**config.mk**
```make
export PLATFORM = sky130hd
export DESIGN_NAME = sequential_list_engine
export DESIGN_NICKNAME = d
export VERILOG_FILES = /design/src/sle_pkg.sv /design/src/sle_front.sv /design/src/sle_back.sv /design/src/sequential_list_engine.sv
export SDC_FILE = /design/constraint.sdc
export NUM_CORES = 2
export LEC_CHECK = 0
export ABC_AREA = 1
export ABC_CLOCK_PERIOD_IN_PS = 7540
export BUFFER_PORTS_ARGS = -buffer_cell sky130_fd_sc_hd__clkbuf_2
export CORE_MARGIN = 4
export CORE_UTILIZATION = 58
export DETAILED_ROUTE_END_ITERATION = 12
export PLACE_DENSITY_LB_ADDON = 0.25
export SLEW_MARGIN = 30
export SYNTH_ARGS = -nofsm -noshare
export SYNTH_HDL_FRONTEND = slang
export SYNTH_SLANG_ARGS = --single-unit
export TNS_END_PERCENT = 20
```
**constraint.sdc**
```tcl
create_clock -name clock -period 7.54 [get_ports clock]
set_input_delay 0.377 -clock clock [delete_from_list [all_inputs] [get_ports clock]]
set_output_delay 0.377 -clock clock [all_outputs]
set_load 0.05 [all_outputs]
```
**src/sle_pkg.sv**
```systemverilog
// Package for the sequential list engine: sizes, action and status codes, word types.
// Used by every module in src; depends on nothing.
package sle_pkg;

   localparam int CAPACITY   = 64;
   localparam int DATA_WIDTH = 32;
   localparam int IDX_W      = $clog2(CAPACITY);
   localparam int CNT_W      = $clog2(CAPACITY + 1);

   // Action codes.
   localparam logic [3:0] ACT_PUSH_BACK  = 4'd0;
   localparam logic [3:0] ACT_POP_BACK   = 4'd1;
   localparam logic [3:0] ACT_PUSH_FRONT = 4'd2;
   localparam logic [3:0] ACT_POP_FRONT  = 4'd3;
   localparam logic [3:0] ACT_INSERT     = 4'd4;
   localparam logic [3:0] ACT_ERASE      = 4'd5;
   localparam logic [3:0] ACT_FIND       = 4'd6;
   localparam logic [3:0] ACT_OVERWRITE  = 4'd7;
   localparam logic [3:0] ACT_SORT       = 4'd8;

   // Status codes.
   localparam logic [2:0] ST_OK       = 3'd0;
   localparam logic [2:0] ST_FULL     = 3'd1;
   localparam logic [2:0] ST_EMPTY    = 3'd2;
   localparam logic [2:0] ST_RANGE    = 3'd3;
   localparam logic [2:0] ST_NOTFOUND = 3'd4;

   typedef struct packed {
      logic [3:0]         action;
      logic [5:0]         position;
      logic signed [31:0] value;
   } req_word_type;

   typedef struct packed {
      logic [2:0] status;
      logic [5:0] found_index;
      logic [6:0] entry_count;
   } rsp_word_type;

   // Queue word from front to back.
   typedef struct packed {
      logic [3:0]            action;
      logic [IDX_W-1:0]      position;
      logic [DATA_WIDTH-1:0] value;
   } cmd_word_type;

endpackage

```
**src/sle_front.sv**
```systemverilog
// Front end of the list engine: accepts request words into a short queue.
// Depends on sle_pkg.
module sle_front (
   input  logic                  clock,
   input  logic                  reset,
   input  logic                  req_valid,
   output logic                  req_stall,
   input  sle_pkg::req_word_type req_word,
   output logic                  cmd_valid,
   input  logic                  cmd_take,
   output sle_pkg::cmd_word_type cmd_word
);

   sle_pkg::cmd_word_type q_ff [2];
   logic                  wr_ptr_ff, wr_ptr_in;
   logic                  rd_ptr_ff, rd_ptr_in;
   logic [1:0]            fill_ff, fill_in;
   logic                  push, pop;
   sle_pkg::cmd_word_type conv;

   // Trim the value to the stored width.
   always_comb begin
      conv.action   = req_word.action;
      conv.position = sle_pkg::IDX_W'(req_word.position);
      conv.value    = sle_pkg::DATA_WIDTH'(req_word.value);
   end

   assign req_stall = (fill_ff == 2'd2);
   assign push      = req_valid && !req_stall;
   assign cmd_valid = (fill_ff != 2'd0);
   assign pop       = cmd_valid && cmd_take;
   assign cmd_word  = q_ff[rd_ptr_ff];

   // Queue pointers and fill level.
   always_comb begin
      wr_ptr_in = push ? !wr_ptr_ff : wr_ptr_ff;
      rd_ptr_in = pop ? !rd_ptr_ff : rd_ptr_ff;
      fill_in   = fill_ff + {1'b0, push} - {1'b0, pop};
   end

   always_ff @(posedge clock) begin
      if (reset) begin
         wr_ptr_ff <= 1'b0;
         rd_ptr_ff <= 1'b0;
         fill_ff   <= 2'd0;
      end else begin
         wr_ptr_ff <= wr_ptr_in;
         rd_ptr_ff <= rd_ptr_in;
         fill_ff   <= fill_in;
      end
   end

   always_ff @(posedge clock) begin
      if (push) begin
         q_ff[wr_ptr_ff] <= conv;
      end
   end

   // The queue never holds more than two words.
   a_fill_max: assert property (@(posedge clock) disable iff (reset) fill_ff <= 2'd2)
      else $error("queue overfilled");
   // A pop leaves the fill one lower unless a push arrived too.
   a_fill_pop: assert property (@(posedge clock) disable iff (reset)
      (pop && !push) |=> fill_ff == $past(fill_ff) - 2'd1)
      else $error("queue fill mismatch on pop");
   a_fill_push: assert property (@(posedge clock) disable iff (reset)
      (push && !pop) |=> fill_ff == $past(fill_ff) + 2'd1)
      else $error("queue fill mismatch on push");

endmodule

```
**src/sle_back.sv**
```systemverilog
// Back end of the list engine: the list memory and the sequencer that runs each action.
// Depends on sle_pkg.
module sle_back (
   input  logic                  clock,
   input  logic                  reset,
   input  logic                  cmd_valid,
   output logic                  cmd_take,
   input  sle_pkg::cmd_word_type cmd_word,
   output logic                  rsp_valid,
   input  logic                  rsp_stall,
   output sle_pkg::rsp_word_type rsp_word
);

   localparam int IW = sle_pkg::IDX_W;
   localparam int CW = sle_pkg::CNT_W;
   localparam int DW = sle_pkg::DATA_WIDTH;

   localparam logic [2:0] S_IDLE  = 3'd0;
   localparam logic [2:0] S_READ  = 3'd1;
   localparam logic [2:0] S_STEP  = 3'd2;
   localparam logic [2:0] S_DONE  = 3'd3;
   localparam logic [2:0] S_REPLY = 3'd4;

   // Walk kinds.
   localparam logic [2:0] W_UP   = 3'd0;
   localparam logic [2:0] W_DOWN = 3'd1;
   localparam logic [2:0] W_FIND = 3'd2;
   localparam logic [2:0] W_SORT = 3'd3;

   logic [DW-1:0] mem [sle_pkg::CAPACITY];
   logic [DW-1:0] rd_data_ff;

   logic [2:0]    state_ff, state_in;
   logic [2:0]    walk_ff, walk_in;
   logic [CW-1:0] count_ff, count_in;
   logic [IW-1:0] idx_ff, idx_in;
   logic [CW-1:0] stop_ff, stop_in;
   logic [CW-1:0] pass_ff, pass_in;
   logic          swapped_ff, swapped_in;
   logic [DW-1:0] hold_ff, hold_in;
   logic [DW-1:0] key_ff, key_in;
   logic          rsp_valid_ff, rsp_valid_in;
   sle_pkg::rsp_word_type rsp_ff, rsp_in;
   logic [2:0]    status_ff, status_in;
   logic [IW-1:0] found_ff, found_in;

   logic          wr_en;
   logic [IW-1:0] wr_addr, rd_addr;
   logic [DW-1:0] wr_data;
   logic          full, empty;
   logic          hold_less;

   assign full      = (count_ff == CW'(sle_pkg::CAPACITY));
   assign empty     = (count_ff == '0);
   assign hold_less = $signed(hold_ff) < $signed(rd_data_ff);
   assign cmd_take  = (state_ff == S_IDLE) && cmd_valid;
   assign rsp_valid = rsp_valid_ff;
   assign rsp_word  = rsp_ff;

   // Sequencer: one memory read and at most one write each cycle.
   always_comb begin
      state_in     = state_ff;
      walk_in      = walk_ff;
      count_in     = count_ff;
      idx_in       = idx_ff;
      stop_in      = stop_ff;
      pass_in      = pass_ff;
      swapped_in   = swapped_ff;
      hold_in      = hold_ff;
      key_in       = key_ff;
      status_in    = status_ff;
      found_in     = found_ff;
      rsp_in       = rsp_ff;
      rsp_valid_in = rsp_valid_ff && rsp_stall;
      wr_en        = 1'b0;
      wr_addr      = idx_ff;
      wr_data      = hold_ff;
      rd_addr      = idx_ff;
      case (state_ff)
         S_IDLE: begin
            if (cmd_valid) begin
               status_in = sle_pkg::ST_OK;
               found_in  = '0;
               key_in    = cmd_word.value;
               hold_in   = cmd_word.value;
               state_in  = S_DONE;
               case (cmd_word.action)
                  sle_pkg::ACT_PUSH_BACK: begin
                     if (full) status_in = sle_pkg::ST_FULL;
                     else begin
                        wr_en    = 1'b1;
                        wr_addr  = IW'(count_ff);
                        wr_data  = cmd_word.value;
                        count_in = count_ff + 1'b1;
                     end
                  end
                  sle_pkg::ACT_POP_BACK: begin
                     if (empty) status_in = sle_pkg::ST_EMPTY;
                     else count_in = count_ff - 1'b1;
                  end
                  sle_pkg::ACT_PUSH_FRONT, sle_pkg::ACT_INSERT: begin
                     if (full) status_in = sle_pkg::ST_FULL;
                     else if (cmd_word.action == sle_pkg::ACT_INSERT &&
                              CW'(cmd_word.position) > count_ff)
                        status_in = sle_pkg::ST_RANGE;
                     else begin
                        // Carry entries up, from the insertion point to the end.
                        walk_in = W_UP;
                        idx_in  = (cmd_word.action == sle_pkg::ACT_INSERT) ?
                                  cmd_word.position : '0;
                        stop_in = count_ff;
                        state_in = S_READ;
                     end
                  end
                  sle_pkg::ACT_POP_FRONT, sle_pkg::ACT_ERASE: begin
                     if (empty) status_in = sle_pkg::ST_EMPTY;
                     else if (cmd_word.action == sle_pkg::ACT_ERASE &&
                              CW'(cmd_word.position) >= count_ff)
                        status_in = sle_pkg::ST_RANGE;
                     else begin
                        walk_in  = W_DOWN;
                        idx_in   = (cmd_word.action == sle_pkg::ACT_ERASE) ?
                                   cmd_word.position : '0;
                        stop_in  = count_ff - 1'b1;
                        state_in = S_READ;
                     end
                  end
                  sle_pkg::ACT_FIND: begin
                     if (empty) status_in = sle_pkg::ST_EMPTY;
                     else begin
                        walk_in   = W_FIND;
                        idx_in    = '0;
                        stop_in   = count_ff;
                        status_in = sle_pkg::ST_NOTFOUND;
                        state_in  = S_READ;
                     end
                  end
                  sle_pkg::ACT_OVERWRITE: begin
                     if (empty) status_in = sle_pkg::ST_EMPTY;
                     else if (CW'(cmd_word.position) >= count_ff)
                        status_in = sle_pkg::ST_RANGE;
                     else begin
                        wr_en   = 1'b1;
                        wr_addr = cmd_word.position;
                        wr_data = cmd_word.value;
                     end
                  end
                  sle_pkg::ACT_SORT: begin
                     if (count_ff > CW'(1)) begin
                        walk_in    = W_SORT;
                        idx_in     = '0;
                        pass_in    = count_ff - 1'b1;
                        swapped_in = 1'b0;
                        state_in   = S_READ;
                     end
                  end
                  default: ;
               endcase
            end
         end
         S_READ: begin
            // Read the entry under idx; for an erase or pop front the one above it; for sort,
            // the first of the pair.
            rd_addr = (walk_ff == W_DOWN) ? idx_ff + 1'b1 : idx_ff;
            if (walk_ff == W_SORT) hold_in = '0;
            state_in = S_STEP;
         end
         S_STEP: begin
            case (walk_ff)
               W_UP: begin
                  // Write the carried word here, carry the old entry onward.
                  wr_en   = 1'b1;
                  wr_addr = idx_ff;
                  wr_data = hold_ff;
                  hold_in = rd_data_ff;
                  if (CW'(idx_ff) == stop_ff) begin
                     count_in = count_ff + 1'b1;
                     state_in = S_DONE;
                  end else begin
                     idx_in   = idx_ff + 1'b1;
                     rd_addr  = idx_ff + 1'b1;
                  end
               end
               W_DOWN: begin
                  // rd_data holds entry idx+1; move it down and read the next one.
                  if (CW'(idx_ff) == stop_ff) begin
                     count_in = count_ff - 1'b1;
                     state_in = S_DONE;
                  end else begin
                     wr_en   = 1'b1;
                     wr_addr = idx_ff;
                     wr_data = rd_data_ff;
                     idx_in  = idx_ff + 1'b1;
                     rd_addr = idx_ff + IW'(2);
                  end
               end
               W_FIND: begin
                  if (rd_data_ff == key_ff) begin
                     status_in = sle_pkg::ST_OK;
                     found_in  = idx_ff;
                     state_in  = S_DONE;
                  end else if (CW'(idx_ff) + 1'b1 == stop_ff) begin
                     state_in = S_DONE;
                  end else begin
                     idx_in   = idx_ff + 1'b1;
                     rd_addr  = idx_ff + 1'b1;
                  end
               end
               W_SORT: begin
                  // hold_ff gets entry j on the first step, then compares with j+1.
                  if (!swapped_ff) begin
                     hold_in    = rd_data_ff;
                     swapped_in = 1'b1;
                     rd_addr    = idx_ff + 1'b1;
                  end else begin
                     swapped_in = 1'b0;
                     if (hold_less) begin
                        wr_en   = 1'b1;
                        wr_addr = idx_ff;
                        wr_data = rd_data_ff;
                        found_in = '1;
                     end else begin
                        found_in = '0;
                     end
                     state_in = S_REPLY;
                  end
               end
               default: state_in = S_DONE;
            endcase
         end
         S_REPLY: begin
            // Second half of a sort swap, then advance the pair.
            if (found_ff == '1) begin
               wr_en   = 1'b1;
               wr_addr = idx_ff + 1'b1;
               wr_data = hold_ff;
            end
            found_in = '0;
            if (CW'(idx_ff) + 1'b1 >= pass_ff) begin
               idx_in = '0;
               if (pass_ff <= CW'(1)) state_in = S_DONE;
               else begin
                  pass_in  = pass_ff - 1'b1;
                  state_in = S_READ;
               end
            end else begin
               idx_in   = idx_ff + 1'b1;
               state_in = S_READ;
            end
         end
         S_DONE: begin
            if (!rsp_valid_ff || !rsp_stall) begin
               rsp_valid_in        = 1'b1;
               rsp_in.status       = status_ff;
               rsp_in.found_index  = 6'(found_ff);
               rsp_in.entry_count  = 7'(count_ff);
               state_in            = S_IDLE;
            end
         end
         default: state_in = S_IDLE;
      endcase
   end

   always_ff @(posedge clock) begin
      if (reset) begin
         state_ff     <= S_IDLE;
         count_ff     <= '0;
         rsp_valid_ff <= 1'b0;
         swapped_ff   <= 1'b0;
      end else begin
         state_ff     <= state_in;
         count_ff     <= count_in;
         rsp_valid_ff <= rsp_valid_in;
         swapped_ff   <= swapped_in;
      end
   end

   always_ff @(posedge clock) begin
      walk_ff   <= walk_in;
      idx_ff    <= idx_in;
      stop_ff   <= stop_in;
      pass_ff   <= pass_in;
      hold_ff   <= hold_in;
      key_ff    <= key_in;
      status_ff <= status_in;
      found_ff  <= found_in;
      rsp_ff    <= rsp_in;
   end

   // List memory: one write port, one registered read port.
   always_ff @(posedge clock) begin
      if (wr_en) mem[wr_addr] <= wr_data;
      rd_data_ff <= mem[rd_addr];
   end

   // The count never exceeds the capacity.
   a_count_max: assert property (@(posedge clock) disable iff (reset)
      count_ff <= CW'(sle_pkg::CAPACITY))
      else $error("entry count above capacity");
   // The count moves by at most one per action.
   a_count_step: assert property (@(posedge clock) disable iff (reset)
      $past(!reset) |-> (count_ff == $past(count_ff) || count_ff == $past(count_ff) + 1'b1 ||
                         count_ff == $past(count_ff) - 1'b1))
      else $error("entry count jumped");
   // No new command is taken while a result is being built.
   a_take_idle: assert property (@(posedge clock) disable iff (reset)
      cmd_take |-> state_ff == S_IDLE)
      else $error("command taken while busy");

endmodule

```
**src/sequential_list_engine.sv**
```systemverilog
// Sequential list engine: a bounded ordered list of signed words.
//
// The req_ channel carries one action word (action, position, value); the rsp_
// channel returns one word per action (status, found_index, entry_count), in order.
// A word moves at a clock edge where valid is high and stall is low.
// The front end queues up to two request words; the back end runs one action
// at a time against a list memory with one write port and one registered read.
// Push back, pop back, overwrite and every rejected action go from idle through the
// done state to the result. Insert and push front walk the entries from the position
// to the end, erase and pop front likewise, find walks from the first entry until a
// match or the end, and sort runs bubble passes over neighbouring pairs.
// Reset (synchronous, active high) empties the list and the queue; the memory
// contents are left as they are, and entries at or above the count never reach a result.
// When rsp_stall is high the result holds; the back end waits with the next
// result and the queue fills, then req_stall rises.
// Depends on sle_pkg, sle_front and sle_back.
module sequential_list_engine (
   input  logic                  clock,
   input  logic                  reset,
   input  logic                  req_valid,
   output logic                  req_stall,
   input  sle_pkg::req_word_type req_word,
   output logic                  rsp_valid,
   input  logic                  rsp_stall,
   output sle_pkg::rsp_word_type rsp_word
);

   logic                  cmd_valid;
   logic                  cmd_take;
   sle_pkg::cmd_word_type cmd_word;

   sle_front u_front (
      .clock     (clock),
      .reset     (reset),
      .req_valid (req_valid),
      .req_stall (req_stall),
      .req_word  (req_word),
      .cmd_valid (cmd_valid),
      .cmd_take  (cmd_take),
      .cmd_word  (cmd_word)
   );

   sle_back u_back (
      .clock     (clock),
      .reset     (reset),
      .cmd_valid (cmd_valid),
      .cmd_take  (cmd_take),
      .cmd_word  (cmd_word),
      .rsp_valid (rsp_valid),
      .rsp_stall (rsp_stall),
      .rsp_word  (rsp_word)
   );

endmodule

```
==> reports/metrics.cfg <==
[status]
outcome = finished clean

[global_route]
grt.overflow.total = 0
grt_pass1_vias = 73300
grt_util_all_layers = 0.327
antenna_found_initial = 8
grt_max_degree = 198
grt_pass1_wl_um = 458000

[critical_path]
crit_buf_inv = 5
cp-start-kind = flip-flop
reg2reg_to = u_back.mem[47][9]$_DFFE_PP_
required_ns = 8.11
crit_fanout = 35
critPathArrivalTime_ns = 6.97
end_kind = flip-flop
slowest_delay_ns = 0.98
worstPathCellList = buf_4, nand2_1, nand2_1, ha_1, nand2_1, nor2_1, a21oi_1, nand3_1, buf_4, inv_1, a21oi_1, nor2_4, o21ai_2, buf_4, nor2_4, a21oi_1, nand2_2, nand2_1, nor2_4, buf_4
cpMaxStageDelayCell = nor2_4
path_class = flip-flop to flip-flop
rr_worst_depth = 20
critPathTopFamily = simple AND/OR/NAND/NOR gates
regToRegSetupSlack_ns = 1.14

[finish]
final_area_um2 = 116000
final_nets = 10000
syn2layout_area_growth_pct = 10.5
layout.cells.non_filler = 12500
drive_gt1_frac = 0.0795

[min_path]
hold_end = u_front.wr_ptr_ff$_SDFFE_PP0P_
holdPathStages = 5
hold_path_class = input pin to flip-flop
worstHoldStart = req_valid

[clock_tree]
cts_tree = yes
h-tree-depth = 4
ctsHoldBuffers = 45
clk-insertion-delay-late_ns = 0.87
cts_resized = 0
postCtsSetupRepairBufs = 0
cts.sinks = 2292
clockBufferDepth = 3
cts_root_buf = clkbuf_16
clkTransAtPathRegs_ns = 0.06
cts_buffers = 226

[drt]
drt_iter0_drc = 10300
avgViaCountPerCell = 6.08
wl_um = 310000
vias = 75800
firstDrtPassIters = 9
highest_layer = met5
wl_met2_um = 141000
dr_wl_met3_um = 35200
wl_per_cell_um = 24.9
met1Wirelength_um = 114000
drt.antenna.violating_nets = 0
drc = 0

[logic_synthesis]
syn-num-nets = 10100
synth_area_leaders = edfxtp_1, nand3_1, nand2_1, inv_1, nand3b_1
yosysMostFrequentCell = edfxtp_1
yosysWarnings = 0
ys_seq_area_frac = 0.651
synthTopCellsByCount = edfxtp_1, nand3_1, nand2_1
yosys.area.top_type = edfxtp_1
synth.avg_cell_area_um2 = 10.5
synthArstFlopShare = 0
synth_enable_flop_cells = 2243
syn_inst = 9962
synthesis.area_um2 = 105000
synthFlopType = edfxtp_1
yosysTopAreaCellShare = 0.642
yosysUniqueCellTypes = 54
synth_seq_cells = 2292

[timing]
fin_crit_ns = 6.40
finalSetupTns_ns = 0
worst_pin_slew_ns = 1.37
fmax_mhz = 156
finalHoldViolCount = 0
setup_viol = 0
rsz0062_at_grt = false
skew_ns = 0.0400
max_slew_margin = 0.0882
whs_ns = 0.177
report.final.slew_viol_count = 0
fin_crit_sh = 0.849

[run]
cap_violations = 0

[floorplan]
coreArea_um2 = 179000
start_util = 0.586
ios = 64
die-area_um2 = 188000
fp.dieH_um = 433
fp-row-count = 155
die_x_um = 433

[placed_design]
dp_hpwl_um = 171000
portBuffers = 63
place_area_um2 = 108000
gp_congestion = 0.984
dp.cells = 12000

[layout by cell type (no fill, tap or decap), drive strengths merged, types with 2 or more instances in the layout]
cell	Yosys	final
nor2	168	168
nor3	17	17
a21oi	70	70
clkinvlp	0	12
a211oi	5	5
o2111ai	8	8
a31oi	20	20
or2	22	22
o21ai	200	200
xnor2	17	17
o21a	5	5
nand3b	656	656
clkinv	5	97
nor4	4	4
xor2	16	16
o211ai	57	57
edfxtp	2243	2243
dlygate4sd3	0	45
buf	458	230
diode	0	3
nand4	11	11
nand3	2220	2220
clkbuf	159	358
inv	1494	1503
dfxtp	49	49
o22ai	25	25
nand2	1955	1955
o221ai	12	12
mux2i	2	2
a22oi	2	2
ha	54	54
bufinv	0	19
[state kept, by name, summed over array words and instances (netlist names), named ones only]
name	flops
u_front.q_ff	84
u_front.fill_ff	2
u_back.rsp_word	16
u_front.wr_ptr_ff	1
u_back.count_ff	7
u_back.hold_ff	32
u_back.status_ff	3
u_back.swapped_ff	1
u_back.key_ff	32
u_back.pass_ff	7
u_back.walk_ff	2
u_back.found_ff	6
u_back.idx_ff	6
u_front.rd_ptr_ff	1
u_back.stop_ff	7
u_back.rsp_valid	1
u_back.state_ff	3
u_back.rd_data_ff	32
u_back.mem	2048
[worst reg2reg max path, cell delays in order (launching register included)]
cell	delay [ns]
dfxtp_1	0.55
buf_4	0.41
nand2_1	0.13
nand2_1	0.16
ha_1	0.27
nand2_1	0.08
nor2_1	0.05
a21oi_1	0.20
nand3_1	0.15
buf_4	0.25
inv_1	0.34
a21oi_1	0.21
nor2_4	0.17
o21ai_2	0.06
buf_4	0.25
nor2_4	0.47
a21oi_1	0.11
nand2_2	0.27
nand2_1	0.66
nor2_4	0.98
buf_4	0.33
[per-layer routing]
metal	global-route usage	vias to the layer above
li1	-	33800
met4	0.192	2
met1	0.431	36300
met3	0.0689	860
met5	0	-
met2	0.506	4751
[through the flow]
| step | util | setup WS [ns] |
|---|---|---|
| after floorplan | - | 2.74 |
| after global placement | 0.603 | 1.31 |
| after detailed placement | 0.604 | 1.30 |
| after CTS | 0.647 | 1.29 |
| after global routing | 0.647 | 0.937 |
| final | 0.647 | 1.14 |
[area by class of cell]
cell class / instances / area, µm²
antenna: 3 / 7.51
clock buffer: 295 / 6110
clock inverter: 132 / 1210
fill: 13500 / 63200
inverter: 1499 / 5650
multi-input combinational: 5554 / 28600
sequential: 2292 / 68300
tap: 2355 / 2950
timing repair buffer: 338 / 3080
[worst max-delay path by stage]
stage          slack (ns)  cells past startpoint                      endpoint      start
6_report             1.14                     20   u_back.mem[47][9]$_DFFE_PP_  flip-flop
5_1_grt              0.94                     23   u_back.mem[47][9]$_DFFE_PP_  flip-flop
4_1_cts              1.29                     20   u_back.mem[47][9]$_DFFE_PP_  flip-flop
3_5_place_dp         1.30                     20  u_back.mem[47][27]$_DFFE_PP_  flip-flop
3_3_place_gp         1.31                     20  u_back.mem[47][21]$_DFFE_PP_  flip-flop
2_1_floorplan        2.74                     23   u_back.mem[25][0]$_DFFE_PP_  flip-flop
[cell families after synthesis]
| logic type | count (synthesis) | share of synthesized area |
|---|---|---|
| buffers and inverters | 2116 | 0.0832 |
| muxes | 2 | 0.000191 |
| and+or+nand+nor | 5055 | 0.233 |
| adders and majority gates | 54 | 0.00644 |
| DFF | 2292 | 0.651 |
| AOI/OAI and AO/OA | 410 | 0.0230 |
| xor gates and xnor gates | 33 | 0.00275 |
Power is left out: the tool's default activity adds up to more than one toggle a clock period on the data nets, which glitch-free logic cannot reach.
